===== src/hdl/tcp_pkg.sv =====
// Shared types and constants for the two-channel thermometer poller.
package tcp_pkg;

    localparam int SCRATCH_BYTES = 9;
    localparam int QDEPTH = 4;
    localparam int QAW = $clog2(QDEPTH);

    localparam int CFG_IDX_W = 2;
    localparam logic [CFG_IDX_W-1:0] CFG_SETTLE  = 2'd0;
    localparam logic [CFG_IDX_W-1:0] CFG_CONVERT = 2'd1;
    localparam logic [CFG_IDX_W-1:0] CFG_IDLE    = 2'd2;

    localparam logic [1:0] CMD_TICK = 2'd0;
    localparam logic [1:0] CMD_PRES = 2'd1;
    localparam logic [1:0] CMD_BYTE = 2'd2;

    localparam logic [1:0] REQ_NONE    = 2'd0;
    localparam logic [1:0] REQ_SELECT  = 2'd1;
    localparam logic [1:0] REQ_CONVERT = 2'd2;
    localparam logic [1:0] REQ_READ    = 2'd3;

    localparam logic [1:0] WS_NONE  = 2'd0;
    localparam logic [1:0] WS_ARMED = 2'd1;
    localparam logic [1:0] WS_COUNT = 2'd2;

    typedef enum logic [2:0] {
        PH_MAIN    = 3'd0,
        PH_SELECT  = 3'd1,
        PH_CONVERT = 3'd2,
        PH_READ    = 3'd3,
        PH_IDLE    = 3'd4
    } phase_t;

    typedef enum logic [1:0] {
        K_TICK = 2'd0,
        K_PRES = 2'd1,
        K_BYTE = 2'd2,
        K_NONE = 2'd3
    } item_kind_t;

    typedef struct packed {
        item_kind_t  kind;
        logic        present;
        logic [7:0]  data_byte;
    } q_item_t;

    typedef struct packed {
        logic [15:0] settle_ticks;
        logic [15:0] convert_ticks;
        logic [15:0] idle_ticks;
    } cfg_t;

endpackage


===== src/hdl/tcp_front.sv =====
// Front end: takes input transfers, classifies the command and pushes into the queue.
module tcp_front
    import tcp_pkg::*;
(
    input  logic        s_tvalid,
    output logic        s_tready,
    input  logic [15:0] s_tdata,   // [0] present, [8:1] data_byte, zero fill above
    input  logic [1:0]  s_tuser,   // [1:0] command
    input  logic        q_full,
    output logic        q_push,
    output q_item_t     q_item
);

    item_kind_t kind;

    always_comb begin
        case (s_tuser)
            CMD_TICK: kind = K_TICK;
            CMD_PRES: kind = K_PRES;
            CMD_BYTE: kind = K_BYTE;
            default:  kind = K_NONE;
        endcase
    end

    assign s_tready          = !q_full;
    assign q_push            = s_tvalid && !q_full;
    assign q_item.kind       = kind;
    assign q_item.present    = s_tdata[0];
    assign q_item.data_byte  = s_tdata[8:1];

endmodule


===== src/hdl/tcp_queue.sv =====
// Short queue between front end and sequencer.
module tcp_queue
    import tcp_pkg::*;
(
    input  logic    aclk,
    input  logic    aresetn,
    input  logic    push,
    input  q_item_t push_item,
    output logic    full,
    input  logic    pop,
    output logic    q_valid,
    output q_item_t q_head
);

    q_item_t          mem [QDEPTH];
    logic [QAW-1:0]   wr_ptr_reg;
    logic [QAW-1:0]   rd_ptr_reg;
    logic [QAW:0]     count_reg;

    assign full    = count_reg == (QAW+1)'(QDEPTH);
    assign q_valid = count_reg != '0;
    assign q_head  = mem[rd_ptr_reg];

    always_ff @(posedge aclk) begin
        if (push) begin
            mem[wr_ptr_reg] <= push_item;
        end
    end

    always_ff @(posedge aclk) begin
        if (!aresetn) begin
            wr_ptr_reg <= '0;
            rd_ptr_reg <= '0;
            count_reg  <= '0;
        end else begin
            if (push) begin
                wr_ptr_reg <= wr_ptr_reg + QAW'(1);
            end
            if (pop) begin
                rd_ptr_reg <= rd_ptr_reg + QAW'(1);
            end
            case ({push, pop})
                2'b10:   count_reg <= count_reg + (QAW+1)'(1);
                2'b01:   count_reg <= count_reg - (QAW+1)'(1);
                default: count_reg <= count_reg;
            endcase
        end
    end

    a_count_bound: assert property (@(posedge aclk) disable iff (!aresetn)
        count_reg <= (QAW+1)'(QDEPTH))
        else $error("queue count overflow");
    a_no_push_full: assert property (@(posedge aclk) disable iff (!aresetn)
        full |-> !push)
        else $error("push into full queue");
    a_no_pop_empty: assert property (@(posedge aclk) disable iff (!aresetn)
        !q_valid |-> !pop)
        else $error("pop from empty queue");

endmodule


===== src/hdl/tcp_back.sv =====
// Back end: polling sequencer, CRC check, temperature store and result register.
module tcp_back
    import tcp_pkg::*;
(
    input  logic        aclk,
    input  logic        aresetn,
    input  cfg_t        cfg,
    input  logic        q_valid,
    input  q_item_t     q_head,
    output logic        q_pop,
    output logic        m_tvalid,
    input  logic        m_tready,
    output logic [23:0] m_tdata
);

    function automatic logic [7:0] crc_step(input logic [7:0] crc_in, input logic [7:0] b_in);
        logic [7:0] c;
        logic [7:0] b;
        c = crc_in;
        b = b_in;
        for (int i = 0; i < 8; i++) begin
            if (c[0] ^ b[0]) begin
                c = (c >> 1) ^ 8'h8C;
            end else begin
                c = c >> 1;
            end
            b = b >> 1;
        end
        return c;
    endfunction

    phase_t       phase_reg, phase_next;
    logic [1:0]   ws_reg, ws_next;
    logic         chan_reg, chan_next;
    logic [15:0]  tick_reg, tick_next;
    logic         pres_reg, pres_next;
    logic [7:0]   crc_reg, crc_next;
    logic [3:0]   bi_reg, bi_next;
    logic [7:0]   low_reg, low_next;
    logic [7:0]   high_reg, high_next;
    logic [15:0]  temp_reg [2];
    logic [15:0]  temp_next [2];

    logic         m_valid_reg;
    logic [23:0]  m_data_reg;

    logic [1:0]   req;
    logic         done;
    logic         valid;
    logic         done_ch;
    logic [15:0]  tick_inc;
    logic [7:0]   crc_stepped;
    logic [3:0]   bi_inc;
    logic         is_tick;
    logic         is_pres;
    logic         is_byte;

    assign q_pop    = q_valid && (!m_valid_reg || m_tready);
    assign m_tvalid = m_valid_reg;
    assign m_tdata  = m_data_reg;

    always_comb begin
        phase_next  = phase_reg;
        ws_next     = ws_reg;
        chan_next   = chan_reg;
        tick_next   = tick_reg;
        pres_next   = pres_reg;
        crc_next    = crc_reg;
        bi_next     = bi_reg;
        low_next    = low_reg;
        high_next   = high_reg;
        temp_next   = temp_reg;
        req         = REQ_NONE;
        done        = 1'b0;
        valid       = 1'b0;
        is_tick     = q_head.kind == K_TICK;
        is_pres     = q_head.kind == K_PRES;
        is_byte     = q_head.kind == K_BYTE;
        tick_inc    = (tick_reg == 16'hFFFF) ? tick_reg : tick_reg + 16'd1;
        crc_stepped = crc_step(crc_reg, q_head.data_byte);
        bi_inc      = bi_reg + 4'd1;

        case (phase_reg)
            PH_MAIN: begin
                if (is_tick) begin
                    chan_next  = 1'b0;
                    phase_next = PH_SELECT;
                    ws_next    = WS_NONE;
                end
            end
            PH_SELECT: begin
                if (is_tick) begin
                    if (ws_reg == WS_NONE) begin
                        req       = REQ_SELECT;
                        tick_next = 16'd0;
                        ws_next   = WS_ARMED;
                    end else begin
                        tick_next = tick_inc;
                    end
                    if (tick_next >= cfg.settle_ticks) begin
                        phase_next = PH_CONVERT;
                        ws_next    = WS_NONE;
                    end
                end
            end
            PH_CONVERT: begin
                if (is_tick && ws_reg == WS_NONE) begin
                    req     = REQ_CONVERT;
                    ws_next = WS_ARMED;
                end else if (is_pres && ws_reg == WS_ARMED) begin
                    pres_next = q_head.present;
                    if (q_head.present) begin
                        tick_next = 16'd0;
                        ws_next   = WS_COUNT;
                    end else begin
                        chan_next  = 1'b1;
                        phase_next = chan_reg ? PH_IDLE : PH_SELECT;
                        ws_next    = WS_NONE;
                    end
                end else if (is_tick && ws_reg == WS_COUNT) begin
                    tick_next = tick_inc;
                    if (tick_inc >= cfg.convert_ticks) begin
                        req        = REQ_READ;
                        phase_next = PH_READ;
                        ws_next    = WS_ARMED;
                        crc_next   = 8'd0;
                        bi_next    = 4'd0;
                    end
                end
            end
            PH_READ: begin
                if (is_pres && ws_reg == WS_ARMED) begin
                    pres_next = q_head.present;
                    if (q_head.present) begin
                        ws_next = WS_COUNT;
                    end else begin
                        done       = 1'b1;
                        chan_next  = 1'b1;
                        phase_next = chan_reg ? PH_IDLE : PH_SELECT;
                        ws_next    = WS_NONE;
                    end
                end else if (is_byte && ws_reg == WS_COUNT) begin
                    crc_next = crc_stepped;
                    if (bi_reg == 4'd0) begin
                        low_next = q_head.data_byte;
                    end else if (bi_reg == 4'd1) begin
                        high_next = q_head.data_byte;
                    end
                    bi_next = bi_inc;
                    if (bi_inc >= 4'(SCRATCH_BYTES)) begin
                        done = 1'b1;
                        if (crc_stepped == 8'd0) begin
                            valid               = 1'b1;
                            temp_next[chan_reg] = {high_next, low_next};
                        end
                        chan_next  = 1'b1;
                        phase_next = chan_reg ? PH_IDLE : PH_SELECT;
                        ws_next    = WS_NONE;
                    end
                end
            end
            PH_IDLE: begin
                if (is_tick) begin
                    if (ws_reg == WS_NONE) begin
                        tick_next = 16'd0;
                        ws_next   = WS_ARMED;
                    end else begin
                        tick_next = tick_inc;
                    end
                    if (tick_next >= cfg.idle_ticks) begin
                        phase_next = PH_MAIN;
                        ws_next    = WS_NONE;
                    end
                end
            end
            default: begin
                phase_next = PH_MAIN;
                ws_next    = WS_NONE;
            end
        endcase

        done_ch = done ? chan_reg : chan_next;
    end

    always_ff @(posedge aclk) begin
        if (!aresetn) begin
            phase_reg   <= PH_MAIN;
            ws_reg      <= WS_NONE;
            chan_reg    <= 1'b0;
            tick_reg    <= 16'd0;
            pres_reg    <= 1'b0;
            crc_reg     <= 8'd0;
            bi_reg      <= 4'd0;
            low_reg     <= 8'd0;
            high_reg    <= 8'd0;
            temp_reg[0] <= 16'd0;
            temp_reg[1] <= 16'd0;
            m_valid_reg <= 1'b0;
        end else begin
            if (q_pop) begin
                phase_reg   <= phase_next;
                ws_reg      <= ws_next;
                chan_reg    <= chan_next;
                tick_reg    <= tick_next;
                pres_reg    <= pres_next;
                crc_reg     <= crc_next;
                bi_reg      <= bi_next;
                low_reg     <= low_next;
                high_reg    <= high_next;
                temp_reg[0] <= temp_next[0];
                temp_reg[1] <= temp_next[1];
                m_valid_reg <= 1'b1;
            end else if (m_tready) begin
                m_valid_reg <= 1'b0;
            end
        end
    end

    always_ff @(posedge aclk) begin
        if (q_pop) begin
            m_data_reg <= {3'b000, valid, temp_next[done_ch], done, done_ch, req};
        end
    end

    a_valid_needs_done: assert property (@(posedge aclk) disable iff (!aresetn)
        m_valid_reg && m_data_reg[20] |-> m_data_reg[3])
        else $error("reading_valid without done_res");
    a_done_no_request: assert property (@(posedge aclk) disable iff (!aresetn)
        m_valid_reg && m_data_reg[3] |-> m_data_reg[1:0] == REQ_NONE)
        else $error("request issued with a finished read");
    a_read_waiting: assert property (@(posedge aclk) disable iff (!aresetn)
        phase_reg == PH_READ |-> ws_reg == WS_ARMED || ws_reg == WS_COUNT)
        else $error("read phase without a wait step");
    a_read_issue_enters_read: assert property (@(posedge aclk) disable iff (!aresetn)
        q_pop && req == REQ_READ |=> phase_reg == PH_READ && bi_reg == 4'd0)
        else $error("read request did not start a scratchpad read");

endmodule


===== src/hdl/two_channel_thermometer_poller.sv =====
// Path: with the queue empty, an input transfer is first written into the queue, then
// popped into the result register, which drives m_tvalid.
// Throughput: one item per cycle, as the sequencer retires one queued item per cycle
// whenever the result register is empty or being taken.
// Queue of 4 entries decouples input and output stalls.
// Reset: aresetn synchronous, active low; sequencer to main phase, queue empty,
// temperatures zero, settle/convert/idle ticks 500/2000/30000.
module two_channel_thermometer_poller
    import tcp_pkg::*;
(
    input  logic                 aclk,
    input  logic                 aresetn,
    input  logic                 s_tvalid,
    output logic                 s_tready,
    input  logic [15:0]          s_tdata,    // [0] present, [8:1] data_byte
    input  logic [1:0]           s_tuser,    // [1:0] command
    output logic                 m_tvalid,
    input  logic                 m_tready,
    output logic [23:0]          m_tdata,    // [1:0] request, [2] bus, [3] done_res,
                                             // [19:4] temperature, [20] reading_valid
    input  logic                 cfg_valid,
    output logic                 cfg_ready,
    input  logic [CFG_IDX_W-1:0] cfg_index,
    input  logic [15:0]          cfg_data
);

    cfg_t    cfg_reg;
    logic    q_push;
    logic    q_full;
    logic    q_pop;
    logic    q_valid;
    q_item_t q_in;
    q_item_t q_head;

    assign cfg_ready = 1'b1;

    always_ff @(posedge aclk) begin
        if (!aresetn) begin
            cfg_reg.settle_ticks  <= 16'd500;
            cfg_reg.convert_ticks <= 16'd2000;
            cfg_reg.idle_ticks    <= 16'd30000;
        end else if (cfg_valid) begin
            case (cfg_index)
                CFG_SETTLE:  cfg_reg.settle_ticks  <= cfg_data;
                CFG_CONVERT: cfg_reg.convert_ticks <= cfg_data;
                CFG_IDLE:    cfg_reg.idle_ticks    <= cfg_data;
                default:     cfg_reg               <= cfg_reg;
            endcase
        end
    end

    tcp_front u_front (
        .s_tvalid (s_tvalid),
        .s_tready (s_tready),
        .s_tdata  (s_tdata),
        .s_tuser  (s_tuser),
        .q_full   (q_full),
        .q_push   (q_push),
        .q_item   (q_in)
    );

    tcp_queue u_queue (
        .aclk      (aclk),
        .aresetn   (aresetn),
        .push      (q_push),
        .push_item (q_in),
        .full      (q_full),
        .pop       (q_pop),
        .q_valid   (q_valid),
        .q_head    (q_head)
    );

    tcp_back u_back (
        .aclk     (aclk),
        .aresetn  (aresetn),
        .cfg      (cfg_reg),
        .q_valid  (q_valid),
        .q_head   (q_head),
        .q_pop    (q_pop),
        .m_tvalid (m_tvalid),
        .m_tready (m_tready),
        .m_tdata  (m_tdata)
    );

endmodule


===== config.mk =====
export PLATFORM = sky130hd
export DESIGN_NAME = two_channel_thermometer_poller
export DESIGN_NICKNAME = d
export VERILOG_FILES = /design/src/hdl/tcp_pkg.sv /design/src/hdl/tcp_front.sv /design/src/hdl/tcp_queue.sv /design/src/hdl/tcp_back.sv /design/src/hdl/two_channel_thermometer_poller.sv
export SDC_FILE = /design/constraint.sdc
export NUM_CORES = 1
export LEC_CHECK = 0
export ABC_AREA = 1
export ABC_CLOCK_PERIOD_IN_PS = 4300
export BUFFER_PORTS_ARGS = -buffer_cell sky130_fd_sc_hd__buf_2
export CAP_MARGIN = 5
export CORE_UTILIZATION = 35
export DETAILED_ROUTE_END_ITERATION = 8
export PLACE_DENSITY_LB_ADDON = 0.08
export SETUP_SLACK_MARGIN = 0.05
export SYNTH_ARGS = -nofsm -noshare
export SYNTH_HDL_FRONTEND = slang
export SYNTH_SLANG_ARGS = --single-unit

===== constraint.sdc =====
create_clock -name aclk -period 4.3 [get_ports aclk]
set_input_delay 0.43 -clock aclk [delete_from_list [all_inputs] [get_ports aclk]]
set_output_delay 0.43 -clock aclk [all_outputs]
set_load 0.02 [all_outputs]

[Yosys cells after proc, flatten, opt, wreduce, memory -nomap -nowiden]
Memory sizes are Yosys's and may differ from the RTL's. A register that Yosys moved wholly into a read port is not among the register bits.
Index checks and enable logic that the tools add are counted.
Cells by class
  add/subtract/negate cells: 6
  magnitude comparators: 7
  equality and inequality tests: 35
  muxes and demuxes: 114
  bitwise logic cells: 22
  reductions and logical operators: 31
Operators by type and width (number)
  $mux 16: 15
  $mux 8: 23
  $mux 32: 5
  $ge 16x16->1: 3
  $pmux 16 s3: 1
  $mux 2: 21
  $mux 3: 14
  $bwmux 32: 1
  $mux 4: 6
  $not 2->3: 8
  $mux 1: 19
  $add 16x1->16 const B: 1
  $demux 16 s1: 1
  $eq 16x16->1 const B: 1
  $ne 2x1->1 const B: 8
  $pmux 8 s2: 1
  $reduce_and 8->1: 2
  $pmux 3 s5: 1
  $ne 3x1->1 const B: 4
  $reduce_and 11->1: 1
  $eq 2x1->1 const B: 5
  $eq 2x2->1 const B: 5
  $pmux 2 s5: 1
  $logic_not 2->1: 4
  34 further kinds: 64
Storage, ports and cells
  flip-flop bits (word level): 159
  memory bits (writable): 44
  input bits: 41
  logic and storage cells: 235
  memories kept: 1
Memories
  u_queue.mem: depth 4, width 11, read ports 1, clocked after memory_dff 1, write ports 1, RTL line tcp_queue.sv:15  | q_item_t mem [QDEPTH];

[Depth between registers and ports, before layout]
Gate-level depths: netlist (run 1).
  word-level depth: 25
  gate-level depth with buffers: 24

[By module]
A second synthesis (run 1) with hierarchy kept.
Second synthesis, totals
  cell total of the unflattened synthesis: 1496
  area, all modules: 11116.9 µm²
By module, submodules not included
  tcp_back: times used 1, cells each 1040, area an instance 7016.7 µm², seq. area each 2292.2 µm²
  tcp_queue: times used 1, cells each 166, area an instance 2074.5 µm², seq. area each 1501.4 µm²
  two_channel_thermometer_poller: times used 1, cells each 276, area an instance 1936.9 µm², seq. area each 960.9 µm²
  tcp_front: times used 1, cells each 14, area an instance 88.8 µm², seq. area each 0.0 µm²

[Worst setup path after synthesis (run 1)]
Ideal clock, no wire load.
  path kind: reg2reg
  from: register u_back.tick_reg[3]
  to: register u_back.crc_reg[5]
  setup time: 0.071 ns
  arrival: 3.020 ns
  required time: 4.229 ns
  slack: 1.210 ns
  stages on the path, launching flop included: 21
  path buffers: 1
  path through: dfxtp_1 > nand2_1 > nor2_1 > nand2_1 > nor3_1 > nand3_1 > nor3_1 > nor2_1 > xnor2_1 > inv_1 > ha_1 > nand2_1 > nor2_1 > nand2_1 > o211ai_1 > nand2_1 > nand3_1 > o21ai_0 > clkbuf_1 > nand2_1 > a21oi_1
On the way
  cells in the longest elaborated chain, start to end: 5
  elaborated cells between the ends (all ways): 6
  those cells by class: add/sub (1); order compare (1); eq/ne (2); mux (1); reduce/logical (1)
RTL lines
  start, declared: RTL line tcp_back.sv:35  | logic [15:0] tick_reg, tick_next;
  start signal, assigned: RTL line tcp_back.sv:204  | tick_reg <= tick_next;
  $add 16x1->16 / $eq 16x16->1 (equally long branches): RTL line tcp_back.sv:79  | tick_inc = (tick_reg == 16'hFFFF) ? tick_reg : tick_reg + 16'd1;
  $mux 16 (*): RTL line tcp_back.sv:79
  $ge 16x16->1 (*): RTL line tcp_back.sv:122  | if (tick_inc >= cfg.convert_ticks) begin
  $ne 2x1->1 (no line) (*)
  $reduce_and 8->1 (no line) (*)
  end signal, assigned: RTL line tcp_back.sv:206  | crc_reg <= crc_next;
  end, declared: RTL line tcp_back.sv:37  | logic [7:0] crc_reg, crc_next;
Every way passes the cells marked *; elsewhere a longest branch is shown, timed or not.
A chain may end at the register's enable or synchronous reset.

[Worst setup path in the final report (run 1)]
  from: register u_back.tick_reg[3]
  to: register u_back.phase_reg[1]
On the way
  cells in the longest elaborated chain, start to end: 8
  elaborated cells between the ends (all ways): 14
  those cells by class: add/sub (1); order compare (3); eq/ne (4); mux (5); reduce/logical (1)
RTL lines
  $add 16x1->16 / $eq 16x16->1 (equally long branches): RTL line tcp_back.sv:79
  $mux 16 (*): RTL line tcp_back.sv:79
  $mux 16: RTL line tcp_back.sv:93, tcp_back.sv:164
  $mux 16: RTL line tcp_back.sv:92, tcp_back.sv:163
  $mux 16: RTL line tcp_back.sv:83  | case (phase_reg)
  $ge 16x16->1, on equally long branches: RTL line tcp_back.sv:170, tcp_back.sv:100
  $ne 2x1->1 (no line)
  $reduce_and 11->1 (no line) (*)
  end signal, assigned: RTL line tcp_back.sv:201  | phase_reg <= phase_next;
  end, declared: RTL line tcp_back.sv:32  | phase_t phase_reg, phase_next;
Every way passes the cells marked *; elsewhere a longest branch is shown, timed or not. The select of a mux whose other input is x is not followed.

==> flow_summary_export.csv, run 1 <==
group,metric,value,unit
drt,drt-met1-wl,13000,µm
synthesis,seq_area_frac_synth,44.9,%
clock_tree,clkTransAtPathRegs,0.06,ns
final_layout,nets,1504,
worst_setup_path,crit_path_end_kind,"flop",
sta,max-slew-margin-rel,23.2,%
final_layout,diodes,0,
worst_setup_path,path_class,"flop to flop",
synthesis,synth_flop_cell,"dfxtp_1",
final_layout,syn_to_final_growth,13.7,%
worst_setup_path,cp.arrival,4.25,ns
synthesis,synth_cells,1359,
power,ir_drop,0.425,mV
place,gp_congestion,0.835,
worst_setup_path,worstPathMaxFanout,6,
drt,wl_met3,736,µm
drt,wirelength,26700,µm
sta,max_freq,263,MHz
final_layout,nFillCells,3042,
drt,drc,0,
floorplanning,core_area,29700,µm²
sta,finalSetupViolations,0,
worst_setup_path,reg2reg_slack,0.50,ns
global_routing,grt_max_degree,92,
power,power_density,583,nW/µm²
worst_setup_path,r2r_start,"u_back.tick_reg[3]",
worst_setup_path,crit_path_start_kind,"flop",
synthesis,synth_edf_count,65,
sta,rsz0062_at_grt,"false",
sta,slew_viol_final,0,
clock_tree,clock_latency,0.53,ns
final_layout,seq_area,4750,µm²
global_routing,grt_pass1_vias,8361,
place,place_hpwl,18600,µm
sta,setup_slack,0.498,ns
clock_tree,cts_tree,"done",
synthesis,syn_avg_cell_area,7.79,µm²
place,io_buffers,56,
sta,post-route-min-period,3.80,ns
global_routing,grt_pass1_wl,43800,µm
floorplanning,initial_utilization,35.6,%
synthesis,synth.most_common_cell,"nand2_1",
run,maxCapViolations,0,
clock_tree,cts-root-buf,"clkbuf_16",
drt,vias,8718,
global_routing,grt_overflow,0,
drt,top_layer_used,"met4",
hold_path,worstHoldPathType,"primary input to flop",
sta,worst_pin_slew,1.15,ns
hold_path,hold_end,"u_queue.mem[0][2]",
synthesis,synth.distinct_cells,48,
final_layout,largest_register_ffs,48,
worst_setup_path,critPathRequiredTime,4.75,ns
global_routing,grt_antenna_before_repair,0,
final_layout,stdcell_count,1818,
drt,wl_per_cell,14.7,µm
run_status,status,"finished, final reports clean",
worst_setup_path,reg2reg_to,"u_back.phase_reg[1]",
power,leakage,5.13,nW
place,place_area,11300,µm²
floorplanning,io_pins,68,
sta,fin_crit_sh,88.4,%
synthesis,synthDominantCellAreaShare,26.5,%
synthesis,ys_top_cells_by_area,"dfxtp_1 (26%), edfxtp_1 (18%), nand2_1 (12%)",
synthesis,netlist.top_cell.by_area,"dfxtp_1",
synthesis,yosys-top-cells-count,"nand2_1 (333), inv_1 (164), a21oi_1 (142)",
drt,dr_wl_met2,12300,µm
floorplanning,die_y,176,µm
final_layout,multi_input_area,4940,µm²
drt,via_per_inst,4.80,
place,pre_cts_slack,0.466,ns
hold_path,hp-start,"s_tdata[3]",
drt,ant_nets,0,
floorplanning,dieWidth,176,µm
clock_tree,cts_buffers,25,
global_routing,grt_use_total,17.7,%
floorplanning,rows,63,
floorplanning,die_area,30900,µm²
synthesis,syn_area,10600,µm²
clock_tree,clock_sinks,205,
drt,drt_iter0_drc,450,
sta,setup-tns-final,0,ns
synthesis,async_flop_share,0,%
synthesis,yosysWarningCount,0,
hold_path,hold_depth,1,
sta,finClkSkew,0.0161,ns
final_layout,layout-drive-gt1-share,9.80,%
sta,hold_violations,0,
final_layout,finalInstanceArea,12000,µm²
clock_tree,cts_hold_buf,0,
place,placed_cells,1770,
clock_tree,h-tree-depth,1,
worst_setup_path,r2r_cells,23,
synthesis,ys_ff_latch,205,
drt,dr.pass1.iters,5,
clock_tree,clockBufferDepth,3,
area by class of cell:
type                            count  share of cell area (%)
Multi-Input combinational cell    926                    41.0
Sequential cell                   205                    39.5
Clock buffer                       37                    5.90
Inverter                          173                    5.41
Tap cell                          390                    4.05
Timing Repair Buffer               78                    3.70
Clock inverter                      9                   0.395
power by group:
group	total, mW	internal, mW	switching (mW)
logic	2.47	0.755	1.72
registers	2.57	2.43	0.142
clock network	1.96	1.14	0.826
total	7.01	4.33	2.69
stage by stage:
step                      utilization [%]  power [mW]  hold WS (ns)
after CTS                            40.4        7.13        0.0827
after floorplan                         -        4.44         0.435
final                                40.5        7.01         0.111
after global placement               37.9        5.10         0.452
after detailed placement             37.9        5.12         0.452
after global routing                 40.5        7.55         0.105
routing by layer:
layer,up-vias,track usage [%]
met5,-,0
met4,0,4.75
met3,33,2.14
met2,115,29.6
met1,3978,24.1
li1,4592,-
critical path, stage by stage, from the launching register on:
cell and delay, ns:
dfxtp_1 0.41, nand2_1 0.08, nor2_1 0.20, nand2_1 0.13
nor3_2 0.20, nand3_1 0.15, nor3_1 0.18, buf_4 0.17
nor3_1 0.05, xor2_1 0.19, inv_1 0.06, nor2_1 0.18
ha_1 0.28, a21oi_1 0.15, nor2_1 0.05, a211oi_1 0.32
nand2_1 0.16, nand2_1 0.09, nand4_1 0.09, nand2_1 0.18
inv_1 0.11, nand2_1 0.11, nand2_1 0.06, a21oi_1 0.13
worst max path at each step:
stage	from	to	slack (ns)	depth (start not counted)
5_1_grt	u_back.tick_reg[0]	u_back.ws_reg[0]	0.13	21
4_1_cts	u_back.tick_reg[3]	u_back.phase_reg[1]	0.42	23
3_3_place_gp	u_back.tick_reg[3]	u_back.phase_reg[1]	0.53	23
6_report	u_back.tick_reg[3]	u_back.phase_reg[1]	0.50	23
3_5_place_dp	u_back.tick_reg[3]	u_back.phase_reg[0]	0.47	23
2_1_floorplan	u_back.tick_reg[3]	u_back.crc_reg[5]	1.21	20
placed cells by master, fill, tap and decap left out, types with 2 or more instances in the layout:
cell type	count
nand2_1	333
a21o_1	2
dfxtp_1	140
a22oi_1	4
o21ai_0	122
conb_1	4
nand3_1	64
nand2_2	5
nor2_2	3
nand4_1	16
inv_1	164
xor2_1	13
clkbuf_8	4
clkinv_1	8
edfxtp_1	65
buf_2	56
xor2_2	2
buf_4	22
xnor2_2	4
o21ai_1	16
nor2_1	64
inv_2	4
o21bai_1	5
nor2_4	2
nand2_4	2
clkbuf_1	8
o211ai_1	22
nor3_1	18
clkinv_2	4
a21oi_1	142
a211oi_1	2
clkbuf_16	25
xnor2_1	11
ha_1	53
timing repair:
action	CTS	global route
buffers inserted	0	2
resized for setup	0	1
endpoints found under the setup margin	0	13
logic make-up (layout without fill, tap and decap cells):
group / Yosys count / count (layout) / synth area share [%]
XOR/XNOR: 31 / 31 / 3.17
AND/OR/NAND/NOR: 513 / 513 / 20.3
adder cells (fa/ha/maj): 54 / 54 / 6.46
AO/OA/AOI/OAI: 324 / 324 / 16.4
other: 2 / 4 / 0.0710
buffers and inverters: 230 / 297 / 8.69
flip-flops: 205 / 205 / 44.9
Power figures use the tool's default switching activity.
==> run 2: changes to the inputs <==
- ABC_CLOCK_PERIOD_IN_PS: 4300 -> 4100
- clock period: 4.3 -> 4.1 ns (I/O delays scaled with it)
==> flow_summary_export.csv, run 2 (same netlist as run 1, synthesis figures left out) <==
group,metric,value,unit
clock_tree,clock_latency,0.54,ns
final_layout,seq_area,4750,µm²
sta,max-slew-margin-rel,24.0,%
place,place_hpwl,18800,µm
power,ir_drop,0.334,mV
sta,rsz0062_at_grt,"false",
power,intPower,4.76,mW
final_layout,layout-drive-gt1-share,10.7,%
worst_setup_path,crit_family,"simple AND/OR/NAND/NOR gates",
floorplanning,initial_utilization,35.6,%
run_status,status,"finished, final reports clean",
power,p_switching,2.84,mW
clock_tree,post-cts-setup-buffers,0,
floorplanning,rows,63,
sta,max_freq,279,MHz
power,pwr-share-seq,35.7,%
worst_setup_path,worstPathMaxFanout,16,
sta,fin_crit_sh,87.4,%
drt,wirelength,26800,µm
worst_setup_path,cp.arrival,3.84,ns
sta,finalSetupViolations,0,
hold_path,worstHoldPathType,"primary input to flop",
sta,worst_pin_slew,1.14,ns
worst_setup_path,cp_cell_sequence,"inv_1 -> nand3_1 -> nand2_1 -> xor2_2 -> xnor2_1 -> nand2_1 -> nand2_1 -> nand2_1 -> nand2_2 -> nand4_4 -> nor2_4 -> nand2_1 -> nand3_1 -> o21ai_1",
worst_setup_path,cp_slowest_cell,"dfxtp_1",
final_layout,largest_register_ffs,48,
place,gp_congestion,0.853,
worst_setup_path,path_buf_inv,1,
worst_setup_path,path_class,"flop to flop",
clock_tree,h-tree-depth,1,
worst_setup_path,critPathRequiredTime,4.35,ns
power,power_density,624,nW/µm²
drt,drc,0,
sta,setup-tns-final,0,ns
power,leakage,5.22,nW
clock_tree,clock_sinks,205,
place,io_buffers,56,
final_layout,mostFrequentLayoutCell,"nand2_1",
drt,dr.pass1.iters,5,
worst_setup_path,crit_path_end_kind,"flop",
worst_setup_path,path_common_cell,"nand2_1",
drt,ant_nets,0,
final_layout,final_cell_mix,"nand2_1 (333), inv_1 (164), a21oi_1 (141)",
final_layout,multi_input_area,4970,µm²
sta,post-route-min-period,3.58,ns
final_layout,diodes,0,
floorplanning,dieWidth,176,µm
power,switching_share,37.4,%
final_layout,nFillCells,2988,
power,power_frac_comb,34.2,%
power,power_frac_clock,30.2,%
run,maxCapViolations,0,
clock_tree,cts-root-buf,"clkbuf_16",
floorplanning,die_y,176,µm
floorplanning,io_pins,68,
global_routing,grt_use_total,17.8,%
drt,vias,8822,
final_layout,nets,1507,
sta,finClkSkew,0.0299,ns
power,post-layout-total-power,7.60,mW
floorplanning,core_area,29700,µm²
worst_setup_path,crit_path_start_kind,"flop",
drt,via_per_inst,4.84,
worst_setup_path,slowest_delay,0.62,ns
global_routing,grt_max_degree,81,
global_routing,grt_pass1_vias,8319,
drt,drt_iter0_drc,429,
drt,wl_per_cell,14.7,µm
clock_tree,cts_tree,"done",
global_routing,grt_pass1_wl,43800,µm
clock_tree,clockBufferDepth,3,
floorplanning,die_area,30900,µm²
hold_path,hp-start,"s_tdata[6]",
clock_tree,clkTransAtPathRegs,0.06,ns
global_routing,grt_overflow,0,
sta,hold_violations,0,
sta,slew_viol_final,0,
clock_tree,cts_buffers,26,
global_routing,grt_antenna_before_repair,0,
final_layout,syn_to_final_growth,15.1,%
==> run 2: path summary, 6_finish.rpt <==
| check | to | slack [ns] | depth (start not counted) |
|---|---|---|---|
| min | u_queue.mem[3][5] | 0.08 | 1 |
| max | u_back.m_tdata[13] | 0.52 | 14 |
| max reg2reg | u_back.m_tdata[13] | 0.52 | 14 |
| min reg2reg | cfg_reg[28] | 0.46 | 2 |
==> run 2: repair_timing <==
action                     CTS  global route
setup endpoints to repair    0             6
hold buffers                 0             0
gates resized for setup      0             8
==> run 2: power by group through the flow <==
stage                     Combinational (mW)  Sequential, mW  Clock (mW)
after floorplan                         1.79            2.86           0
after global placement                  2.61            2.75           0
after detailed placement                2.63            2.75           0
after CTS                               2.64            2.71        2.37
after global routing                    2.96            2.76        2.44
final                                   2.60            2.71        2.29
==> run 2: layer usage <==
layer	global-route usage (%)	up-vias	routed length, µm
li1	-	4613	-
met1	24.7	4034	13200
met2	28.7	129	12000
met3	2.23	46	783
met4	5.14	0	759
met5	0	-	0
==> run 2: per-stage QoR <==
| stage | util, % | area [µm²] | worst slack [ns] | hold WS, ns | instances |
|---|---|---|---|---|---|
| 3_5_place_dp | 38.0 | 11300 | 0.276 | 0.453 | 1774 |
| 3_3_place_gp | 38.0 | 11300 | 0.316 | 0.450 | 1774 |
| 6_report | 41.0 | 12200 | 0.516 | 0.0834 | 1821 |
| 4_1_cts | 40.9 | 12100 | 0.250 | 0.0548 | 1821 |
| 2_1_floorplan | - | 10600 | 1.01 | 0.435 | 1361 |
| 5_1_grt | 41.0 | 12200 | 0.0459 | 0.0656 | 1821 |
==> run 2: final cells by class <==
cell class | instances | area share, %
clock buffers | 33 | 5.80
clock inverters | 14 | 1.24
inverters | 173 | 5.34
flip-flops and latches | 205 | 39.0
well taps | 390 | 4.01
multi-input cells | 926 | 40.8
repair buffers | 80 | 3.78
==> run 3: changes to the inputs <==
- ABC_CLOCK_PERIOD_IN_PS: 4100 -> 3500
- REMOVE_ABC_BUFFERS: not set -> 1
- clock period: 4.1 -> 3.5 ns (I/O delays scaled with it)
==> flow_summary_export.csv, run 3 (same netlist as run 1, synthesis figures left out) <==
group,metric,value,unit
sta,max_freq,312,MHz
floorplanning,die_y,176,µm
sta,worst_pin_slew,0.923,ns
run_status,status,"finished, final reports clean",
worst_setup_path,crit_path_start_kind,"flop",
sta,whs,0.0273,ns
place,gp_congestion,0.817,
worst_setup_path,r2r_start,"u_back.tick_reg[2]",
sta,hold_violations,0,
worst_setup_path,reg2reg_slack,0.30,ns
worst_setup_path,path_class,"flop to flop",
sta,slew_viol_final,0,
power,ir_drop,0.376,mV
place,placed_cells,1802,
worst_setup_path,crit_family,"simple AND/OR/NAND/NOR gates",
drt,dr.pass1.iters,6,
global_routing,grt_pass1_wl,41900,µm
global_routing,grt_max_degree,92,
clock_tree,cts_buffers,26,
sta,finClkSkew,0.0147,ns
floorplanning,core_area,29700,µm²
sta,post-route-min-period,3.20,ns
worst_setup_path,slowest_delay,0.33,ns
clock_tree,h-tree-depth,1,
final_layout,syn_to_final_growth,19.9,%
final_layout,diodes,0,
power,power_density,693,nW/µm²
clock_tree,cts_hold_buf,0,
floorplanning,die_area,30900,µm²
final_layout,final_cell_mix,"nand2_1 (326), inv_1 (162), a21oi_1 (137)",
worst_setup_path,cp_slowest_cell,"dfxtp_2",
final_layout,mostFrequentLayoutCell,"nand2_1",
sta,finalSetupViolations,0,
worst_setup_path,cp.arrival,3.67,ns
hold_path,worstHoldPathType,"primary input to flop",
clock_tree,cts_tree,"done",
hold_path,hold_depth,1,
sta,fin_crit_sh,91.6,%
worst_setup_path,path_buf_inv,5,
worst_setup_path,crit_path_end_kind,"flop",
global_routing,grt_use_total,16.8,%
floorplanning,rows,63,
floorplanning,io_pins,68,
worst_setup_path,critPathRequiredTime,3.97,ns
drt,via_per_inst,4.75,
clock_tree,clkTransAtPathRegs,0.06,ns
hold_path,hp-start,"s_tdata[6]",
drt,drc,0,
floorplanning,initial_utilization,35.6,%
floorplanning,dieWidth,176,µm
worst_setup_path,r2r_cells,25,
final_layout,largest_register_ffs,48,
global_routing,grt_pass1_vias,8150,
drt,wl_per_cell,14.1,µm
power,leakage,5.41,nW
global_routing,grt_antenna_before_repair,0,
drt,ant_nets,0,
run,maxCapViolations,0,
place,io_buffers,56,
clock_tree,clock_sinks,205,
sta,max-slew-margin-rel,38.5,%
worst_setup_path,crit_start,"u_back.tick_reg[2]",
drt,drt_iter0_drc,450,
clock_tree,clock_latency,0.54,ns
drt,vias,8829,
final_layout,finalInstanceArea,12700,µm²
worst_setup_path,worstPathMaxFanout,5,
hold_path,hold_end,"u_queue.mem[3][5]",
worst_setup_path,reg2reg_to,"u_back.phase_reg[1]",
sta,rsz0062_at_grt,"true",
final_layout,layout-drive-gt1-share,15.5,%
global_routing,grt_overflow,0,
final_layout,stdcell_count,1858,
drt,wirelength,26100,µm
final_layout,nets,1543,
place,place_area,11500,µm²
clock_tree,cts-root-buf,"clkbuf_16",
place,place_hpwl,17800,µm
clock_tree,clockBufferDepth,3,
## run 3: worst reg2reg max path, delay by kind of cell (launching register included)
family	cells	cell delay (ns)
AOI/OAI and AO/OA	3	0.46
and+or+nand+nor	16	1.56
buffers and inverters	5	0.55
adders and majority gates	1	0.27
DFF	1	0.33
## run 3: power by group
part / internal [mW] / total (mW) / switching [mW]
combinational: 0.985 / 3.06 / 2.08
sequential: 2.98 / 3.15 / 0.170
clock: 1.51 / 2.57 / 1.05
## run 3: layout make-up
type                            count  area, µm²
Tap cell                          390        488
Fill cell                        3028      17000
Sequential cell                   205       4760
Timing Repair Buffer              116        787
Clock buffer                       33        677
Inverter                          173        651
Multi-Input combinational cell    926       5180
Clock inverter                     15        136
## run 3: repair_timing
action	in CTS	in global routing
pin swaps	1	24
cloned	1	0
endpoints found under the setup margin	14	19
buffers inserted	0	7
gates resized for setup	9	61
## run 3: worst max path at each step
stage               slack [ns]  depth (start not counted)                  end
floorplan                -2.91                          7     u_back.bi_reg[0]
global placement          0.02                         25  u_back.phase_reg[0]
detailed placement       -0.07                         24  u_back.phase_reg[1]
CTS                       0.06                         20     u_back.bi_reg[1]
global route             0.008                         24  u_back.phase_reg[1]
finish                    0.30                         25  u_back.phase_reg[1]
## run 3: through the flow
stage | TNS [ns] | total power [mW] | utilization (%) | setup WS [ns]
3_5_place_dp | -0.158 | 6.25 | 38.8 | -0.0665
3_3_place_gp | 0 | 6.23 | 38.8 | 0.0152
6_report | 0 | 8.79 | 42.7 | 0.295
5_1_grt | 0 | 9.40 | 42.7 | 0.00791
2_1_floorplan | -200.46 | 5.40 | - | -2.91
4_1_cts | 0 | 8.86 | 41.6 | 0.0558
## run 3: metal layers
metal	global-route usage [%]	up-vias	part of all wire, %
met2	25.5	107	42
met5	0	-	0
li1	-	4688	-
met4	4.09	0	1.6
met3	2.12	30	3.1
met1	25.1	4004	53
